==> config.mk <==
export PLATFORM = sky130hd
export DESIGN_NAME = dasf_arm_err
export DESIGN_NICKNAME = d
export VERILOG_FILES = /design/src/rtl/dasf_pkg.sv /design/src/rtl/dasf_arm_err.sv
export SDC_FILE = /design/constraint.sdc
export NUM_CORES = 2
export LEC_CHECK = 0
export ABC_CLOCK_PERIOD_IN_PS = 18180
export BUFFER_PORTS_ARGS = -buffer_cell sky130_fd_sc_hd__buf_4
export CORE_ASPECT_RATIO = 0.9
export CORE_UTILIZATION = 65
export DETAILED_ROUTE_END_ITERATION = 6
export MAX_ROUTING_LAYER = met4
export PLACE_DENSITY = 0.83
export SLEW_MARGIN = 10
export SYNTH_ARGS = -nofsm -noshare
export SYNTH_HDL_FRONTEND = slang
export SYNTH_SLANG_ARGS = --single-unit
export TNS_END_PERCENT = 5
==> constraint.sdc <==
create_clock -name aclk -period 18.18 [get_ports aclk]
set_input_delay 4.545 -clock aclk [delete_from_list [all_inputs] [get_ports aclk]]
set_output_delay 4.545 -clock aclk [all_outputs]
set_load 0.02 [all_outputs]
==> src/rtl/dasf_pkg.sv <==
// ----------------------------------------------------------------------------
// dasf_pkg
// Shared types and constants for the delta arm step follower.
// ----------------------------------------------------------------------------
`default_nettype none

package dasf_pkg;

    localparam int ARMS       = 3;
    localparam int AXIS_W     = 2;
    localparam int STEP_W     = 10;
    localparam int OP_W       = 2;
    localparam int CFG_W      = 23;
    localparam int CFG_ADDR_W = 1;
    localparam int LSQ_W      = 2 * CFG_W;
    localparam int SQ_W       = 64;
    localparam int MAG_W      = 32;
    localparam int M_DATA_W   = 40;
    localparam int M_PAD_W    = M_DATA_W - 2 * ARMS - ARMS * STEP_W;

    // sqrt(3)/2 in Q0.16
    localparam logic [15:0] SQRT3_HALF_Q16 = 16'd56756;
    localparam logic [SQ_W-1:0] MAG_CAP    = 64'h0000_0000_8000_0000;

    typedef enum logic [OP_W-1:0] {
        OP_LOAD   = 2'd0,
        OP_FOLLOW = 2'd1,
        OP_PRESET = 2'd2
    } dasf_op_t;

    typedef enum logic [CFG_ADDR_W-1:0] {
        CFG_FOREARM = 1'b0,
        CFG_OFFSET  = 1'b1
    } dasf_cfg_t;

    typedef struct packed {
        logic above;   // distance^2 > L^2
        logic below;   // distance^2 < L^2
    } dasf_err_t;

endpackage

`default_nettype wire

==> src/rtl/dasf_arm_err.sv <==
// ----------------------------------------------------------------------------
// dasf_arm_err
// One arm: joint point offset, squared distance to the elbow, sign vs L^2.
// Point registered at accept, squares registered, sum and compare after.
// ----------------------------------------------------------------------------
`default_nettype none

module dasf_arm_err import dasf_pkg::*; #(
    parameter int ARM_SEL     = 0,
    parameter int COORD_WIDTH = 24
) (
    input  wire logic                          aclk,
    input  wire logic                          pt_load,
    input  wire logic                          adv,
    input  wire logic signed [COORD_WIDTH-1:0] x_in,
    input  wire logic signed [COORD_WIDTH-1:0] y_in,
    input  wire logic signed [COORD_WIDTH-1:0] z_in,
    input  wire logic [CFG_W-1:0]              r_off,
    input  wire logic [CFG_W-1:0]              s_off,
    input  wire logic [CFG_W-1:0]              h_off,
    input  wire logic [3*COORD_WIDTH-1:0]      elbow,
    input  wire logic [LSQ_W-1:0]              lsq,
    output      dasf_err_t                     err
);

    localparam int PW = ((COORD_WIDTH > CFG_W + 1) ? COORD_WIDTH : CFG_W + 1) + 1;
    localparam int DW = PW + 1;

    logic signed [PW-1:0]          r_s, s_s, h_s;
    logic signed [PW-1:0]          px_next, py_next, px_reg, py_reg;
    logic signed [COORD_WIDTH-1:0] pz_reg;
    logic signed [COORD_WIDTH-1:0] ex, ey, ez;
    logic signed [DW-1:0]          diff [3];
    logic [DW-1:0]                 mag [3];
    logic [MAG_W-1:0]              capped [3];
    logic [SQ_W-1:0]               sq_next [3];
    logic [SQ_W-1:0]               sq_reg [3];
    logic [SQ_W-1:0]               sum;

    assign r_s = PW'($signed({1'b0, r_off}));
    assign s_s = PW'($signed({1'b0, s_off}));
    assign h_s = PW'($signed({1'b0, h_off}));

    always_comb begin
        px_next = PW'(x_in);
        py_next = PW'(y_in);
        case (ARM_SEL)
            0: begin
                py_next = PW'(y_in) + r_s;
            end
            1: begin
                px_next = PW'(x_in) - s_s;
                py_next = PW'(y_in) - h_s;
            end
            default: begin
                px_next = PW'(x_in) + s_s;
                py_next = PW'(y_in) - h_s;
            end
        endcase
    end

    always_ff @(posedge aclk) begin
        if (pt_load) begin
            px_reg <= px_next;
            py_reg <= py_next;
            pz_reg <= z_in;
        end
    end

    assign ex = elbow[0 +: COORD_WIDTH];
    assign ey = elbow[COORD_WIDTH +: COORD_WIDTH];
    assign ez = elbow[2*COORD_WIDTH +: COORD_WIDTH];

    always_comb begin
        diff[0] = DW'(ex) - DW'(px_reg);
        diff[1] = DW'(ey) - DW'(py_reg);
        diff[2] = DW'(ez) - DW'(pz_reg);
        for (int k = 0; k < 3; k++) begin
            mag[k]     = diff[k][DW-1] ? DW'(-diff[k]) : DW'(diff[k]);
            capped[k]  = (SQ_W'(mag[k]) > MAG_CAP) ? MAG_W'(MAG_CAP) : MAG_W'(mag[k]);
            sq_next[k] = SQ_W'(capped[k]) * SQ_W'(capped[k]);
        end
    end

    always_ff @(posedge aclk) begin
        if (adv) begin
            sq_reg <= sq_next;
        end
    end

    assign sum       = sq_reg[0] + sq_reg[1] + sq_reg[2];
    assign err.above = sum > SQ_W'(lsq);
    assign err.below = sum < SQ_W'(lsq);

endmodule

`default_nettype wire

* Word level (Yosys, flattened, before mapping)
Cells that the tools add are included. Widths: inputs -> output; s select.
Storage, ports and cells: register bits after elaboration 229, input port bits 262, output and inout port bits 2
Operators by class: magnitude comparators 2, multiply operators 3, add/sub/neg operators 9, mux-type cells 3
Operators with widths (number):
- $mul 26x26->52 | 3
- $mux 26 | 3
- $add 53x52->54 | 1
- $gt 54x46->1 | 1
- $lt 54x46->1 | 1
- $add 52x52->53 | 1
- $neg 25->26 | 2
- $sub 24x24->25 | 2
- $neg 26->26 | 1
- $sub 24x25->26 | 1
- $add 24x24->25 | 1

* Depth between registers and ports, before layout
depth in word-level cells 4, mapped depth 43, gate-level depth less buffers 41

* Worst setup path after synthesis
No wires, ideal clock.
path kind in2reg, start input port elbow[0], end register sq_reg[170] (netlist name), data pin, required time 17.920 ns, cell stages on the path 38, path slack 3.644 ns, arrival 14.276 ns, setup time 0.260 ns, cell sequence inv_1 > ha_1 > inv_1 > fa_1 > a211oi_1 > o21ai_0 > a31oi_1 > a221oi_1 > a211o_1 > and2_1 > o21ai_0 > clkbuf_1 > and2_1 > xor2_1 > clkbuf_1 > nand2_1 > fa_1 > inv_1 > [... 2 more ...] > fa_1 > fa_1 > inv_1 > fa_1 > inv_1 > fa_1 > ha_1 > a21o_1 > a21o_1 > a211oi_1 > o21bai_1 > a21o_1 > a221oi_1 > o22ai_1 > o41ai_1 > o21ai_0 > a41oi_1 > xnor2_1
RTL lines:
- start, declared | RTL line dasf_arm_err.sv:21 | input wire logic [3*COORD_WIDTH-1:0] elbow,
- end signal, assigned | RTL line dasf_arm_err.sv:87 | sq_reg <= sq_next;
- end, declared | RTL line dasf_arm_err.sv:37 | logic [SQ_W-1:0] sq_reg [3];

==> results list <==
* Run status: finished, final reports clean
- For this design the top-level I/O count stands at 264.
* Peak per-stage delay on the critical path: 0.65 ns
- Clock-pin slew was measured on the worst setup and hold paths at 0.06 ns.
* Slack of the worst reg-to-reg path: 5.82 ns
- Fraction of layout cells with a size suffix above 1: 5.52%
- In this run the number of H-tree levels came out at 1.
- Total count of max-transition violations in the final report: 0
- Buffers inserted by post-CTS timing repair: 0
- Proportion of netlist area held by the largest area contributor: 43.1%
* Share of the yosys chip area belonging to registers: 9.12%
- Clock skew on the completed layout was measured at 0.0615 ns.
* Footprint of the multi-input gates: 0.0594 mm2
* Worst-path maximum fanout: 17
- Cell type with the largest total area after synthesis: fa_1
* Number of instances resized during post-cts repair: 0
- All-layer global routing usage: 36.1%
- Highest attainable clock frequency: 62.3 MHz
* Setup Viol. Count Final: 0
* Proportion of register bits with asynchronous set or reset after synthesis: 0%
* Arrival time of data at the critical path endpoint: 16.42 ns
- Clock latency of the later-clocked register in the worst-skew pair: 0.63 ns
- Clock tree synthesis inserted a total of 28 buffers.
- Mapped Avg Cell Area: 9.36 um2
* Placement Cell Area: 0.0784 mm2
- CTS tree: done
* Hold Worst Slack: 1.24 ns
- Data required, critical path: 18.55 ns
- The core region is 0.113 mm2.
- Clock Path Buffers: 3
- Cell area after synthesis: 0.0744 mm2
- Most numerous cell in the Yosys netlist: inv_1
- DR pass1 iterations: 6
* IO buf count: 217
* Root buf cell: clkbuf_16
- Die area: 0.116 mm2
- The via count of the first global-routing pass is 61100.
* Number of flops mapped to enable cells by yosys: 226
* Number of flip-flops in the largest register: 153
* Slowest stage cell on the critical path: or4b_2
* Net count of the finished layout: 10900
- Dividing the final minimum period by the clock period gives 88.3%.
* Hold buffer count at cts: 0
- Die boundary width: 359 um
- With fillers left out, the area of the finished cells amounts to 0.0794 mm2.
- In the routed design, unresolved DRC markers number 0.
- Cells fill 70.1% of the core in the end.
- Global-route congestion overflow total: 0
* Fill count: 8425
* Synthesis-to-finish area growth: 6.80%
- Routed len/inst: 19.9 um
- Largest cells by area after synthesis: fa_1, ha_1, inv_1
- Entering global routing, the biggest net connects 89 pins.
* Post-layout min period: 16.05 ns
* Count of warnings emitted by yosys: 0
- Fin. Hold Viols: 0
- In the final layout, flip-flops and latches occupy 0.00679 mm2.
- Detailed router's first-iteration violation count: 4802
- Once detail routing completed, the nets flagged for antenna violations numbered 0.
* Starting density of the core: 65.6%
- Die Height: 323 um
- The worst setup path is captured at a flop.
- Slew Limit Headroom: 28.6%
- Synthesis produced 7946 cells.
- The critical path is of the input port to flop type.
* Wire length of the first global-routing pass: 314 mm
- Startpoint type of the worst setup path: input port
- Dividing the detail-routed via count by the number of cells gives 5.74.
* Rows: 117
* Setup repair after global routing missed its margin: no
- By instance count, the cell type seen most on the critical path is fa_1.
- Worst hold-check path type: flop to flop
- Flip-flop and latch count after synthesis: 226
* Predominant post-synthesis flop cell: edfxtp_1
- Number of maximum-capacitance constraint violations: 0
- At the end of routability-driven placement, the weighted congestion stood at 0.978.
- Commonest cells post-synth: inv_1, fa_1, ha_1
* Unique cell type count in the Yosys netlist: 93
- The tree built by TritonCTS fans out to 226 sinks.
* Setup tns final: 0 ns
* Initial antenna violation count: 2
- HPWL after detailed placement: 161 mm
- Summed over all layers, the routed wires come to 194 mm.
- The routed layout has 56000 vias.
- For the pin with the worst max-slew slack, the measured transition is 1.07 ns.
[cells by family after synthesis]
| kind of cell | Yosys count | synth area share [%] |
|---|---|---|
| adder cells (fa/ha/maj) | 2368 | 56.0 |
| other | 2 | 0.0101 |
| AND/OR/NAND/NOR | 1735 | 10.5 |
| XOR/XNOR | 325 | 3.88 |
| buffers and inverters | 2317 | 11.8 |
| flip-flops | 226 | 9.12 |
| multiplexers | 10 | 0.141 |
| AO/OA/AOI/OAI | 963 | 8.53 |
[final cells by class]
cell class | instances | area share, %
clock inverters | 24 | 0.383
inverters | 2125 | 10.0
diodes | 2 | 0.00630
flip-flops and latches | 226 | 8.54
multi-input cells | 5542 | 74.8
clock buffers | 28 | 0.882
well taps | 1487 | 2.34
repair buffers | 314 | 2.97
[stage by stage]
stage	instances	setup WS [ns]
floorplan	8085	3.64
global placement	9694	1.95
detailed placement	9694	1.76
CTS	9746	2.37
global route	9748	1.63
finish	9748	2.13
[worst paths after layout]
kind	start	to	cells after the start
max reg2reg	py_reg[11]$_DFFE_PP_	sq_reg[114]$_DFFE_PP_	37
min	px_reg[0]$_DFFE_PP_	sq_reg[128]$_DFFE_PP_	3
min reg2reg	px_reg[0]$_DFFE_PP_	sq_reg[128]$_DFFE_PP_	3
max	elbow[48]	sq_reg[51]$_DFFE_PP_	40
[per-layer routing]
layer / wire length, um / share of wire, % / global-route usage, % / vias up
li1: - / - / - / 24900
met1: 74300 / 38 / 45.9 / 27800
met2: 89800 / 46 / 56.8 / 2707
met3: 21800 / 11 / 8.59 / 607
met4: 8150 / 4.2 / 12.2 / 0
met5: 0 / 0 / - / -
[worst max-delay path, delay by kind of cell]
| kind | cells | cell delay, ns |
|---|---|---|
| compound gates | 15 | 4.06 |
| xor+xnor | 2 | 0.78 |
| fa+ha+maj | 10 | 4.47 |
| buf+inv | 8 | 0.87 |
| simple gates | 5 | 1.68 |
[placed cells by master, fill, tap and decap left out, drive strengths merged, types with 175 or more instances in the layout]
cell type,n
nor2,658
xnor2,233
fa,1603
edfxtp,226
nand2,574
a21o,175
a21oi,260
ha,765
buf,314
inv,2129
Power is not shown: default switching activity piles up to over one toggle a cycle in this logic, so the estimate is an artifact.
